[config.mk]
export PLATFORM = sky130hd
export DESIGN_NAME = led_display_two_wire_sender_core
export DESIGN_NICKNAME = d
export VERILOG_FILES = /design/src/design/lds_pkg.sv /design/src/design/lds_front.sv /design/src/design/lds_queue.sv /design/src/design/lds_back.sv /design/src/design/led_display_two_wire_sender_core.sv
export SDC_FILE = /design/constraint.sdc
export NUM_CORES = 1
export LEC_CHECK = 0
export ABC_AREA = 0
export BUFFER_PORTS_ARGS = -buffer_cell sky130_fd_sc_hd__buf_2
export CORE_ASPECT_RATIO = 2
export CORE_MARGIN = 2
export CORE_UTILIZATION = 64
export DETAILED_ROUTE_END_ITERATION = 16
export GPL_TIMING_DRIVEN = 0
export PLACE_DENSITY = 0.92
export SYNTH_ARGS = -nofsm -noshare
export SYNTH_HDL_FRONTEND = slang
export SYNTH_SLANG_ARGS = --single-unit
[constraint.sdc]
create_clock -name clk -period 4.73 [get_ports clk]
set_clock_uncertainty 0.05 [all_clocks]
set_input_delay 0.2365 -clock clk [delete_from_list [all_inputs] [get_ports clk]]
set_output_delay 0.2365 -clock clk [all_outputs]
set_load 0.005 [all_outputs]
[src/design/lds_pkg.sv]
`timescale 1ns / 1ps

package lds_pkg;

    localparam int LDS_BRIGHTNESS_MAX = 7;
    localparam int LDS_DIGITS         = 4;

    localparam int LDS_IN_DATA_W  = 40;
    localparam int LDS_IN_USER_W  = 2;
    localparam int LDS_OUT_DATA_W = 8;
    localparam int LDS_OUT_USER_W = 2;
    localparam int LDS_SEGS       = 4;
    localparam int LDS_QUEUE_DEPTH = 2;

    localparam logic [7:0] CMD_AUTO_INC = 8'h40;
    localparam logic [7:0] CMD_ADDRESS  = 8'hC0;
    localparam logic [7:0] CMD_DISPLAY  = 8'h88;

    localparam logic [1:0] MODE_TICK     = 2'd0;
    localparam logic [1:0] MODE_BRIGHT   = 2'd1;
    localparam logic [1:0] MODE_SEGMENTS = 2'd2;

    typedef enum logic [1:0] {
        STATUS_TICK       = 2'd0,
        STATUS_ACCEPTED   = 2'd1,
        STATUS_BAD_BRIGHT = 2'd2,
        STATUS_BUSY       = 2'd3
    } lds_status_t;

    typedef enum logic [1:0] {
        STAGE_START = 2'd0,
        STAGE_BYTE  = 2'd1,
        STAGE_STOP  = 2'd2
    } lds_stage_t;

    // One classified request as it travels from the front end to the sequencer.
    typedef struct packed {
        logic                  start;
        logic                  is_seg;
        logic [7:0]            cmd;
        logic [LDS_SEGS-1:0][7:0] segs;
        lds_status_t           status;
    } lds_item_t;

endpackage

[src/design/lds_front.sv]
`timescale 1ns / 1ps

module lds_front #(
    parameter int BRIGHTNESS_MAX = lds_pkg::LDS_BRIGHTNESS_MAX,
    parameter int DIGITS         = lds_pkg::LDS_DIGITS
) (
    input  logic                               clk,
    input  logic                               rst_n,
    input  logic                               s_tvalid,
    output logic                               s_tready,
    input  logic [lds_pkg::LDS_IN_DATA_W-1:0]  s_tdata,
    input  logic [lds_pkg::LDS_IN_USER_W-1:0]  s_tuser,
    output logic                               push_valid,
    input  logic                               push_ready,
    output lds_pkg::lds_item_t                 push_item
);
    import lds_pkg::*;

    // Slot counts of a whole sequence: a frame is two start slots, eighteen
    // slots per byte and four stop slots.
    localparam int LEN_BRIGHT = 2 + 18 + 4;
    localparam int LEN_SEG    = LEN_BRIGHT + 2 + 18 * (1 + DIGITS) + 4;
    localparam int CNT_W      = $clog2(LEN_SEG);

    logic [CNT_W-1:0] remain_reg;
    logic [CNT_W-1:0] remain_next;
    logic             accept;
    logic [7:0]       bright;
    lds_item_t        item;

    assign s_tready   = push_ready;
    assign push_valid = s_tvalid;
    assign accept     = s_tvalid && push_ready;
    assign bright     = s_tdata[7:0];
    assign push_item  = item;

    always_comb
    begin
        item        = '0;
        item.segs   = s_tdata[39:8];
        item.status = STATUS_TICK;
        if (remain_reg != '0)
        begin
            if (s_tuser == MODE_BRIGHT || s_tuser == MODE_SEGMENTS)
            begin
                item.status = STATUS_BUSY;
            end
        end
        else
        begin
            case (s_tuser)
                MODE_BRIGHT:
                begin
                    if (bright > 8'(BRIGHTNESS_MAX))
                    begin
                        item.status = STATUS_BAD_BRIGHT;
                    end
                    else
                    begin
                        item.status = STATUS_ACCEPTED;
                        item.start  = 1'b1;
                        item.cmd    = CMD_DISPLAY | bright;
                    end
                end
                MODE_SEGMENTS:
                begin
                    item.status = STATUS_ACCEPTED;
                    item.start  = 1'b1;
                    item.is_seg = 1'b1;
                    item.cmd    = CMD_AUTO_INC;
                end
                default:
                begin
                    item.status = STATUS_TICK;
                end
            endcase
        end
    end

    // The request that starts a sequence drives its first slot, so the count
    // holds the slots that are still to come.
    always_comb
    begin
        remain_next = remain_reg;
        if (accept)
        begin
            if (item.start)
            begin
                remain_next = item.is_seg ? CNT_W'(LEN_SEG - 1) : CNT_W'(LEN_BRIGHT - 1);
            end
            else if (remain_reg != '0)
            begin
                remain_next = remain_reg - 1'b1;
            end
        end
    end

    always_ff @(posedge clk or negedge rst_n)
    begin
        if (!rst_n)
        begin
            remain_reg <= '0;
        end
        else
        begin
            remain_reg <= remain_next;
        end
    end

endmodule

[src/design/lds_queue.sv]
`timescale 1ns / 1ps

module lds_queue (
    input  logic               clk,
    input  logic               rst_n,
    input  logic               push_valid,
    output logic               push_ready,
    input  lds_pkg::lds_item_t push_item,
    output logic               pop_valid,
    input  logic               pop_ready,
    output lds_pkg::lds_item_t pop_item
);
    import lds_pkg::*;

    localparam int PTR_W = (LDS_QUEUE_DEPTH > 1) ? $clog2(LDS_QUEUE_DEPTH) : 1;
    localparam int CNT_W = $clog2(LDS_QUEUE_DEPTH + 1);

    lds_item_t        entry_reg [LDS_QUEUE_DEPTH];
    logic [PTR_W-1:0] wr_ptr_reg;
    logic [PTR_W-1:0] wr_ptr_next;
    logic [PTR_W-1:0] rd_ptr_reg;
    logic [PTR_W-1:0] rd_ptr_next;
    logic [CNT_W-1:0] count_reg;
    logic [CNT_W-1:0] count_next;
    logic             do_push;
    logic             do_pop;

    assign push_ready = (count_reg != CNT_W'(LDS_QUEUE_DEPTH));
    assign pop_valid  = (count_reg != '0);
    assign pop_item   = entry_reg[rd_ptr_reg];
    assign do_push    = push_valid && push_ready;
    assign do_pop     = pop_valid && pop_ready;

    always_comb
    begin
        wr_ptr_next = wr_ptr_reg;
        rd_ptr_next = rd_ptr_reg;
        count_next  = count_reg;
        if (do_push)
        begin
            wr_ptr_next = (wr_ptr_reg == PTR_W'(LDS_QUEUE_DEPTH - 1)) ? '0 : wr_ptr_reg + 1'b1;
        end
        if (do_pop)
        begin
            rd_ptr_next = (rd_ptr_reg == PTR_W'(LDS_QUEUE_DEPTH - 1)) ? '0 : rd_ptr_reg + 1'b1;
        end
        if (do_push && !do_pop)
        begin
            count_next = count_reg + 1'b1;
        end
        else if (do_pop && !do_push)
        begin
            count_next = count_reg - 1'b1;
        end
    end

    always_ff @(posedge clk or negedge rst_n)
    begin
        if (!rst_n)
        begin
            wr_ptr_reg <= '0;
            rd_ptr_reg <= '0;
            count_reg  <= '0;
        end
        else
        begin
            wr_ptr_reg <= wr_ptr_next;
            rd_ptr_reg <= rd_ptr_next;
            count_reg  <= count_next;
        end
    end

    always_ff @(posedge clk)
    begin
        if (do_push)
        begin
            entry_reg[wr_ptr_reg] <= push_item;
        end
    end

endmodule

[src/design/lds_back.sv]
`timescale 1ns / 1ps

module lds_back #(
    parameter int DIGITS = lds_pkg::LDS_DIGITS
) (
    input  logic                               clk,
    input  logic                               rst_n,
    input  logic                               pop_valid,
    output logic                               pop_ready,
    input  lds_pkg::lds_item_t                 pop_item,
    output logic                               m_tvalid,
    input  logic                               m_tready,
    output logic [lds_pkg::LDS_OUT_DATA_W-1:0] m_tdata,
    output logic [lds_pkg::LDS_OUT_USER_W-1:0] m_tuser,
    output logic                               m_tlast
);
    import lds_pkg::*;

    localparam logic [2:0] BYTES_SEG = 3'(1 + DIGITS);

    lds_stage_t           stage_reg, stage_next, stage_eff;
    logic [4:0]           phase_reg, phase_next, phase_eff;
    logic [7:0]           shift_reg, shift_next;
    logic [2:0]           bidx_reg, bidx_next, bidx_eff, bidx_inc;
    logic                 frame_reg, frame_next, frame_eff;
    logic [7:0]           cmd_reg, cmd_next;
    logic [LDS_SEGS-1:0][7:0] segs_reg, segs_next;
    logic                 clk_lat_reg, clk_lat_next;
    logic                 dio_lat_reg, dio_lat_next;
    logic                 active_reg, active_next, active_eff;
    logic                 driven, more, done;
    logic [2:0]           bytes_in_frame;
    logic                 step;

    logic                 out_valid_reg;
    logic [3:0]           out_data_reg;
    lds_status_t          out_status_reg;
    logic                 out_last_reg;

    function automatic logic [7:0] frame_byte(
        input logic                     frame,
        input logic [2:0]               idx,
        input logic [7:0]               cmd,
        input logic [LDS_SEGS-1:0][7:0] segs
    );
        logic [2:0] sel;
        sel = idx - 3'd1;
        if (!frame)
        begin
            return cmd;
        end
        else if (idx == 3'd0)
        begin
            return CMD_ADDRESS;
        end
        else if (!sel[2])
        begin
            return segs[sel[1:0]];
        end
        else
        begin
            return 8'h00;
        end
    endfunction

    assign pop_ready = !out_valid_reg || m_tready;
    assign step      = pop_valid && pop_ready;

    always_comb
    begin
        // A starting command restarts the sequence; its own slot is the first.
        if (pop_item.start)
        begin
            stage_eff  = STAGE_START;
            phase_eff  = '0;
            bidx_eff   = '0;
            frame_eff  = 1'b0;
            cmd_next   = pop_item.cmd;
            active_eff = 1'b1;
            segs_next  = pop_item.is_seg ? pop_item.segs : segs_reg;
        end
        else
        begin
            stage_eff  = stage_reg;
            phase_eff  = phase_reg;
            bidx_eff   = bidx_reg;
            frame_eff  = frame_reg;
            cmd_next   = cmd_reg;
            active_eff = active_reg;
            segs_next  = segs_reg;
        end

        stage_next     = stage_eff;
        phase_next     = phase_eff;
        bidx_next      = bidx_eff;
        frame_next     = frame_eff;
        shift_next     = shift_reg;
        clk_lat_next   = clk_lat_reg;
        dio_lat_next   = dio_lat_reg;
        active_next    = active_eff;
        driven         = 1'b1;
        more           = 1'b0;
        done           = 1'b0;
        bidx_inc       = bidx_eff + 3'd1;
        bytes_in_frame = frame_eff ? BYTES_SEG : 3'd1;

        if (active_eff)
        begin
            more = 1'b1;
            case (stage_eff)
                STAGE_START:
                begin
                    clk_lat_next = 1'b1;
                    dio_lat_next = (phase_eff == 5'd0);
                    if (phase_eff >= 5'd1)
                    begin
                        stage_next = STAGE_BYTE;
                        phase_next = '0;
                        bidx_next  = '0;
                        shift_next = frame_byte(frame_eff, 3'd0, cmd_next, segs_next);
                    end
                    else
                    begin
                        phase_next = phase_eff + 5'd1;
                    end
                end
                STAGE_BYTE:
                begin
                    clk_lat_next = phase_eff[0];
                    if (phase_eff < 5'd16)
                    begin
                        dio_lat_next = shift_reg[phase_eff[3:1]];
                    end
                    else
                    begin
                        driven = 1'b0;
                    end
                    if (phase_eff >= 5'd17)
                    begin
                        phase_next = '0;
                        bidx_next  = bidx_inc;
                        if (bidx_inc < bytes_in_frame)
                        begin
                            shift_next = frame_byte(frame_eff, bidx_inc, cmd_next, segs_next);
                        end
                        else
                        begin
                            stage_next = STAGE_STOP;
                        end
                    end
                    else
                    begin
                        phase_next = phase_eff + 5'd1;
                    end
                end
                STAGE_STOP:
                begin
                    case (phase_eff)
                        5'd0:    clk_lat_next = 1'b0;
                        5'd1:    dio_lat_next = 1'b0;
                        5'd2:    clk_lat_next = 1'b1;
                        default: dio_lat_next = 1'b1;
                    endcase
                    if (phase_eff >= 5'd3)
                    begin
                        phase_next = '0;
                        if (cmd_next == CMD_AUTO_INC && !frame_eff)
                        begin
                            frame_next = 1'b1;
                            stage_next = STAGE_START;
                        end
                        else
                        begin
                            active_next = 1'b0;
                            done        = 1'b1;
                            more        = 1'b0;
                        end
                    end
                    else
                    begin
                        phase_next = phase_eff + 5'd1;
                    end
                end
                default:
                begin
                    stage_next = STAGE_START;
                end
            endcase
        end
    end

    always_ff @(posedge clk or negedge rst_n)
    begin
        if (!rst_n)
        begin
            stage_reg     <= STAGE_START;
            phase_reg     <= '0;
            shift_reg     <= '0;
            bidx_reg      <= '0;
            frame_reg     <= 1'b0;
            cmd_reg       <= '0;
            clk_lat_reg   <= 1'b0;
            dio_lat_reg   <= 1'b0;
            active_reg    <= 1'b0;
            out_valid_reg <= 1'b0;
        end
        else
        begin
            if (step)
            begin
                stage_reg   <= stage_next;
                phase_reg   <= phase_next;
                shift_reg   <= shift_next;
                bidx_reg    <= bidx_next;
                frame_reg   <= frame_next;
                cmd_reg     <= cmd_next;
                clk_lat_reg <= clk_lat_next;
                dio_lat_reg <= dio_lat_next;
                active_reg  <= active_next;
            end
            if (pop_ready)
            begin
                out_valid_reg <= pop_valid;
            end
        end
    end

    always_ff @(posedge clk)
    begin
        if (step)
        begin
            segs_reg       <= segs_next;
            out_data_reg   <= {more, driven, driven & dio_lat_next, clk_lat_next};
            out_status_reg <= pop_item.status;
            out_last_reg   <= done;
        end
    end

    assign m_tvalid = out_valid_reg;
    assign m_tdata  = {{(LDS_OUT_DATA_W - 4){1'b0}}, out_data_reg};
    assign m_tuser  = out_status_reg;
    assign m_tlast  = out_last_reg;

endmodule

[src/design/led_display_two_wire_sender_core.sv]
`timescale 1ns / 1ps

// Serial sender for a two-wire LED display driver. Every input request is one
// delay slot and returns exactly one result that gives the clock and data line
// levels for that slot, whether the data line is driven or released for the
// acknowledge, whether the sequence goes on, a status and, on tlast, the final
// slot of a sequence. A brightness request (tuser 1) starts a 24-slot frame
// carrying 0x88 or the level, unless the level is above BRIGHTNESS_MAX; a
// segment request (tuser 2) starts a 0x40 frame followed by a 0xC0 frame with
// DIGITS segment bytes, 48 + 18 * DIGITS slots in all. Requests that start a
// command while a sequence runs are answered with the busy status and act as
// plain ticks. The front end classifies each request against its own count of
// remaining slots and hands it through a two-entry queue to the slot
// sequencer, which owns the output register. One request is taken every clock
// cycle while the result side keeps up. A request is written into the queue at
// the edge that takes it and the output register loads its result when the
// sequencer pops it from the queue, so each result passes through the queue
// entry and the output register before it is offered.
module led_display_two_wire_sender_core #(
    parameter int BRIGHTNESS_MAX = lds_pkg::LDS_BRIGHTNESS_MAX,
    parameter int DIGITS         = lds_pkg::LDS_DIGITS
) (
    input  logic                               clk,
    input  logic                               rst_n,
    input  logic                               s_tvalid,
    output logic                               s_tready,
    // brightness [7:0], seg0 [15:8], seg1 [23:16], seg2 [31:24], seg3 [39:32]
    input  logic [lds_pkg::LDS_IN_DATA_W-1:0]  s_tdata,
    // mode [1:0]
    input  logic [lds_pkg::LDS_IN_USER_W-1:0]  s_tuser,
    output logic                               m_tvalid,
    input  logic                               m_tready,
    // clk_level [0], dio_level [1], dio_driven [2], busy_res [3], zero [7:4]
    output logic [lds_pkg::LDS_OUT_DATA_W-1:0] m_tdata,
    // status [1:0]
    output logic [lds_pkg::LDS_OUT_USER_W-1:0] m_tuser,
    // seq_done
    output logic                               m_tlast
);
    import lds_pkg::*;

    logic      push_valid;
    logic      push_ready;
    lds_item_t push_item;
    logic      pop_valid;
    logic      pop_ready;
    lds_item_t pop_item;

    // The front end tracks the remaining slots itself, so it can decide busy
    // status without waiting on the sequencer.
    lds_front #(
        .BRIGHTNESS_MAX (BRIGHTNESS_MAX),
        .DIGITS         (DIGITS)
    ) u_front (
        .clk        (clk),
        .rst_n      (rst_n),
        .s_tvalid   (s_tvalid),
        .s_tready   (s_tready),
        .s_tdata    (s_tdata),
        .s_tuser    (s_tuser),
        .push_valid (push_valid),
        .push_ready (push_ready),
        .push_item  (push_item)
    );

    lds_queue u_queue (
        .clk        (clk),
        .rst_n      (rst_n),
        .push_valid (push_valid),
        .push_ready (push_ready),
        .push_item  (push_item),
        .pop_valid  (pop_valid),
        .pop_ready  (pop_ready),
        .pop_item   (pop_item)
    );

    // The sequencer steps the frame state once per request and registers the
    // line levels of that slot.
    lds_back #(
        .DIGITS (DIGITS)
    ) u_back (
        .clk       (clk),
        .rst_n     (rst_n),
        .pop_valid (pop_valid),
        .pop_ready (pop_ready),
        .pop_item  (pop_item),
        .m_tvalid  (m_tvalid),
        .m_tready  (m_tready),
        .m_tdata   (m_tdata),
        .m_tuser   (m_tuser),
        .m_tlast   (m_tlast)
    );

endmodule

==> impl_metrics.csv <==
group,metric,value,unit
sta,period_minus_slack,4.112,ns
logic_synthesis,synth_area_per_cell,11.71,µm²
setup_path,worstReg2RegStart,"u_queue.entry_reg[1][43]",
final_layout,area_of_the_multi_input_gates,3133,µm²
setup_path,worst_setup_path_start_kind,"flip-flop",
setup_path,cpPeakStageDelay,0.47,ns
cts,cts_num_sinks,167,
setup_path,path_common_cell,"buf_2",
sta,setup_viol,0,
floorplan,start_util,65.36,%
placement,place.port_buffers,54,
setup_path,setup.reg_to_reg.worst_slack,0.62,ns
power,ir_drop,440.6,µV
placement,dp_hpwl,15510,µm
logic_synthesis,ys_types,65,
cts,insertion_delay,0.43,ns
floorplan,die_height,164.1,µm
sta,fin_crit_sh,86.93,%
logic_synthesis,synth_cells,701,
setup_path,cp-endpoint,"u_back.shift_reg[2]",
cts,cts_root_buf,"clkbuf_16",
power,p_leak,0.003798,µW
drt,detail_route.iter0.violations,918,
global_route,global_route_wire_length_before_repair,36610,µm
job,maxCapViolations,0,
logic_synthesis,synth_edf_count,125,
final_layout,diodes,0,
min_path,min_path_type,"in -> reg",
cts,tritoncts,"built",
floorplan,top_level_ports,59,
final_layout,final_nets,874,
cts,cts.clk_slew.worst_paths,0.07,ns
global_route,gr-total-overflow,0,
sta,worst-slew-pin-transition,1.020,ns
setup_path,critical_path.cell_chain,"buf_2 -> mux2i_2 -> buf_2 -> buf_1 -> nand2_1 -> inv_1 -> ha_1 -> or3_1 -> nor2_1 -> a2111oi_4 -> o21ai_2 -> or3b_1 -> buf_4 -> o221ai_2",
setup_path,r2r.worst_path.cells,14,
floorplan,die-width,84.07,µm
setup_path,worstPathBufferInverterCount,5,
logic_synthesis,post_synth_xor_area_fraction,0.7472,%
final_layout,register_area,4805,µm²
drt,antenna_left,0,
logic_synthesis,synth_compound_area_share,16.42,%
global_route,grt_antenna_before_repair,0,
setup_path,critical_path.slowest_cell,"buf_1",
power,p_per_area,651.4,nW/µm²
final_layout,layout-drive-gt1-share,15.78,%
drt,wl_per_cell,23.97,µm
logic_synthesis,adder_cell_share_of_the_synthesized_area,1.677,%
final_layout,area_growth_syn_to_layout,17.95,%
final_layout,largest_reg_flops,86,
logic_synthesis,async_reset_ff_share,25.15,%
setup_path,critical-path-top-delay-family,"buffers and inverters",
global_route,grt_use_total,34.60,%
drt,drc_errors,0,
setup_path,critPathMaxFanout,10,
sta,fin_tns_setup,0,ns
floorplan,floorplan.rows,58,
cts,clock_buffer_depth,2,
power,finalPower,6304,µW
setup_path,crit_start,"u_queue.entry_reg[1][43]",
setup_path,worstPathArrival,4.40,ns
global_route,grt_pass1_vias,6957,
sta,achievable-frequency,0.2432,GHz
drt,via_count,6814,
logic_synthesis,ys_ff_latch,167,
sta,timing_hold_violations_final,0,
setup_path,critPathCaptureType,"flip-flop",
drt,drt_wl_total,23490,µm
logic_synthesis,synth_top_family_by_area,"compound AO/OA/AOI/OAI gates",
run_status,run_status,"completed",
cts,post_cts_resized,0,
global_route,grt_max_degree,44,
setup_path,timing.critical_path.required,5.01,ns
logic_synthesis,post_synth_and_or_nand_nor_area_fraction,14.01,%
logic_synthesis,dominantRegCellSynth,"edfxtp_1",
logic_synthesis,seq_area_frac_synth,58.55,%
final_layout,filler_cell_count,766,
placement,place_congestion,0.8968,
logic_synthesis,post_synth_mux_area_share,4.849,%
setup_path,critical_path_class,"reg -> reg",
floorplan,coreArea,12550,µm²
setup_path,crit_cells,14,
sta,timing.max_slew.rel_slack,31.99,%
drt,routed_via_density,6.953,
cts,tritoncts_buffer_count,17,
floorplan,die-area,13800,µm²
drt,number_of_detailed_routing_iterations_run_before_antenna_repair,5,
logic_synthesis,synth.cell_area,8205,µm²
sta,final_max_slew_viol_count,0,
logic_synthesis,synthesis_warning_total,0,
sta,grt_setup_unrepaired,"no",
cts,clock_tree.htree_level_count,4,
setup_path,endpoint_of_the_most_critical_register_to_register_path,"u_back.shift_reg[2]",
worst register-to-register path, delay by kind of cell (launching register included):
kind	cells	cell delay, ns
adders and majority gates	1	0.28
AOI/OAI and AO/OA	3	0.84
DFF	1	0.35
buffers and inverters	5	1.32
and+or+nand+nor	4	0.90
muxes	1	0.29
timing repair:
action	4_1_cts	5_1_grt
hold buffers	33	0
buffers inserted	0	0
hold endpoints to repair	106	0
worst min-delay path by stage:
stage | slack, ns | startpoint | cells past startpoint | to
final | 0.03 | m_tready | 3 | u_back.m_tvalid
after CTS | 0.02 | m_tready | 3 | u_back.m_tvalid
after floorplan | -0.11 | rst_n | 0 | u_back.active_reg
after detailed placement | 0.38 | s_tdata[12] | 1 | u_queue.entry_reg[0][6]
after global placement | 0.37 | s_tdata[23] | 1 | u_queue.entry_reg[0][17]
after global routing | 0.05 | m_tready | 3 | u_back.m_tvalid
cell families (layout without fill, tap and decap cells):
logic type / Yosys count / count (layout)
AOI/OAI and AO/OA: 178 / 178
muxes: 36 / 36
and+or+nand+nor: 232 / 232
xor gates and xnor gates: 7 / 7
buffers and inverters: 69 / 191
adders and majority gates: 11 / 11
other: 1 / 8
DFF: 167 / 167
power by group:
part	total (µW)	switching, µW	internal, µW
sequential	2540	329	2210
combinational	2380	1520	856
clock	1390	638	750
synthesized netlist by cell type (6+ instances only):
cell,n,area (µm²)
a211oi_1,50,375.4
a21oi_1,19,95.09
a22o_1,13,113.9
a31oi_1,34,212.7
a41o_1,6,60.06
and2_1,9,56.30
and3_1,34,212.7
buf_2,11,55.05
buf_4,6,45.04
clkbuf_1,31,116.4
dfrtp_1,42,1051
edfxtp_1,125,3754
ha_1,11,137.6
inv_1,18,67.56
mux2i_1,29,290.3
nand2_1,94,352.8
nand3_1,7,35.03
nand4_1,11,68.82
nor2_1,34,127.6
nor3_1,11,55.05
nor4b_1,6,52.55
o21ai_0,10,50.05
o31ai_1,6,45.04
stage by stage:
stage / cells / worst slack (ns) / hold WS, ns / utilization [%] / area, µm²
5_1_grt: 980 / 0.3992 / 0.04974 / 77.09 / 9678
3_3_place_gp: 912 / 0.7830 / 0.3735 / 69.21 / 8690
2_1_floorplan: 708 / 1.495 / -0.1091 / - / 8232
3_5_place_dp: 915 / 0.7178 / 0.3772 / 69.76 / 8758
4_1_cts: 980 / 0.6916 / 0.02054 / 77.09 / 9678
6_report: 980 / 0.6184 / 0.02589 / 77.09 / 9678
cell type report:
type | count | share of cell area, %
Buffer | 51 | 2.431
Clock buffer | 17 | 4.396
Clock inverter | 15 | 1.694
Inverter | 18 | 0.6981
Multi-Input combinational cell | 472 | 32.37
Sequential cell | 167 | 49.64
Tap cell | 150 | 1.939
Timing Repair Buffer | 90 | 6.826
metal layers:
metal  part of all wire, %  GRT usage, %  wire (µm)
met1                    33         37.28       7713
met5                     0             0          0
met3                   7.5         5.578       1751
met2                    53         62.30      12460
met4                   6.7         21.70       1563
layout by cell type, fill, tap and decap left out, drive strengths merged, types with 5 or more instances in the layout:
cell and count:
a211oi 51, a21oi 19, a22o 13, a31oi 34, a41o 6, and2 9, and3 34, buf 77
clkbuf 48, conb 8, dfrtp 42, dlygate4sd3 33, edfxtp 125, ha 11, inv 26, mux2i 30
nand2 94, nand3 7, nand4 11, nor2 34, nor2b 5, nor3 11, nor4 5, nor4b 7
o21ai 14, o221ai 6, o31ai 7, xnor2 5
Note: power is estimated with default switching activity, not from simulation.
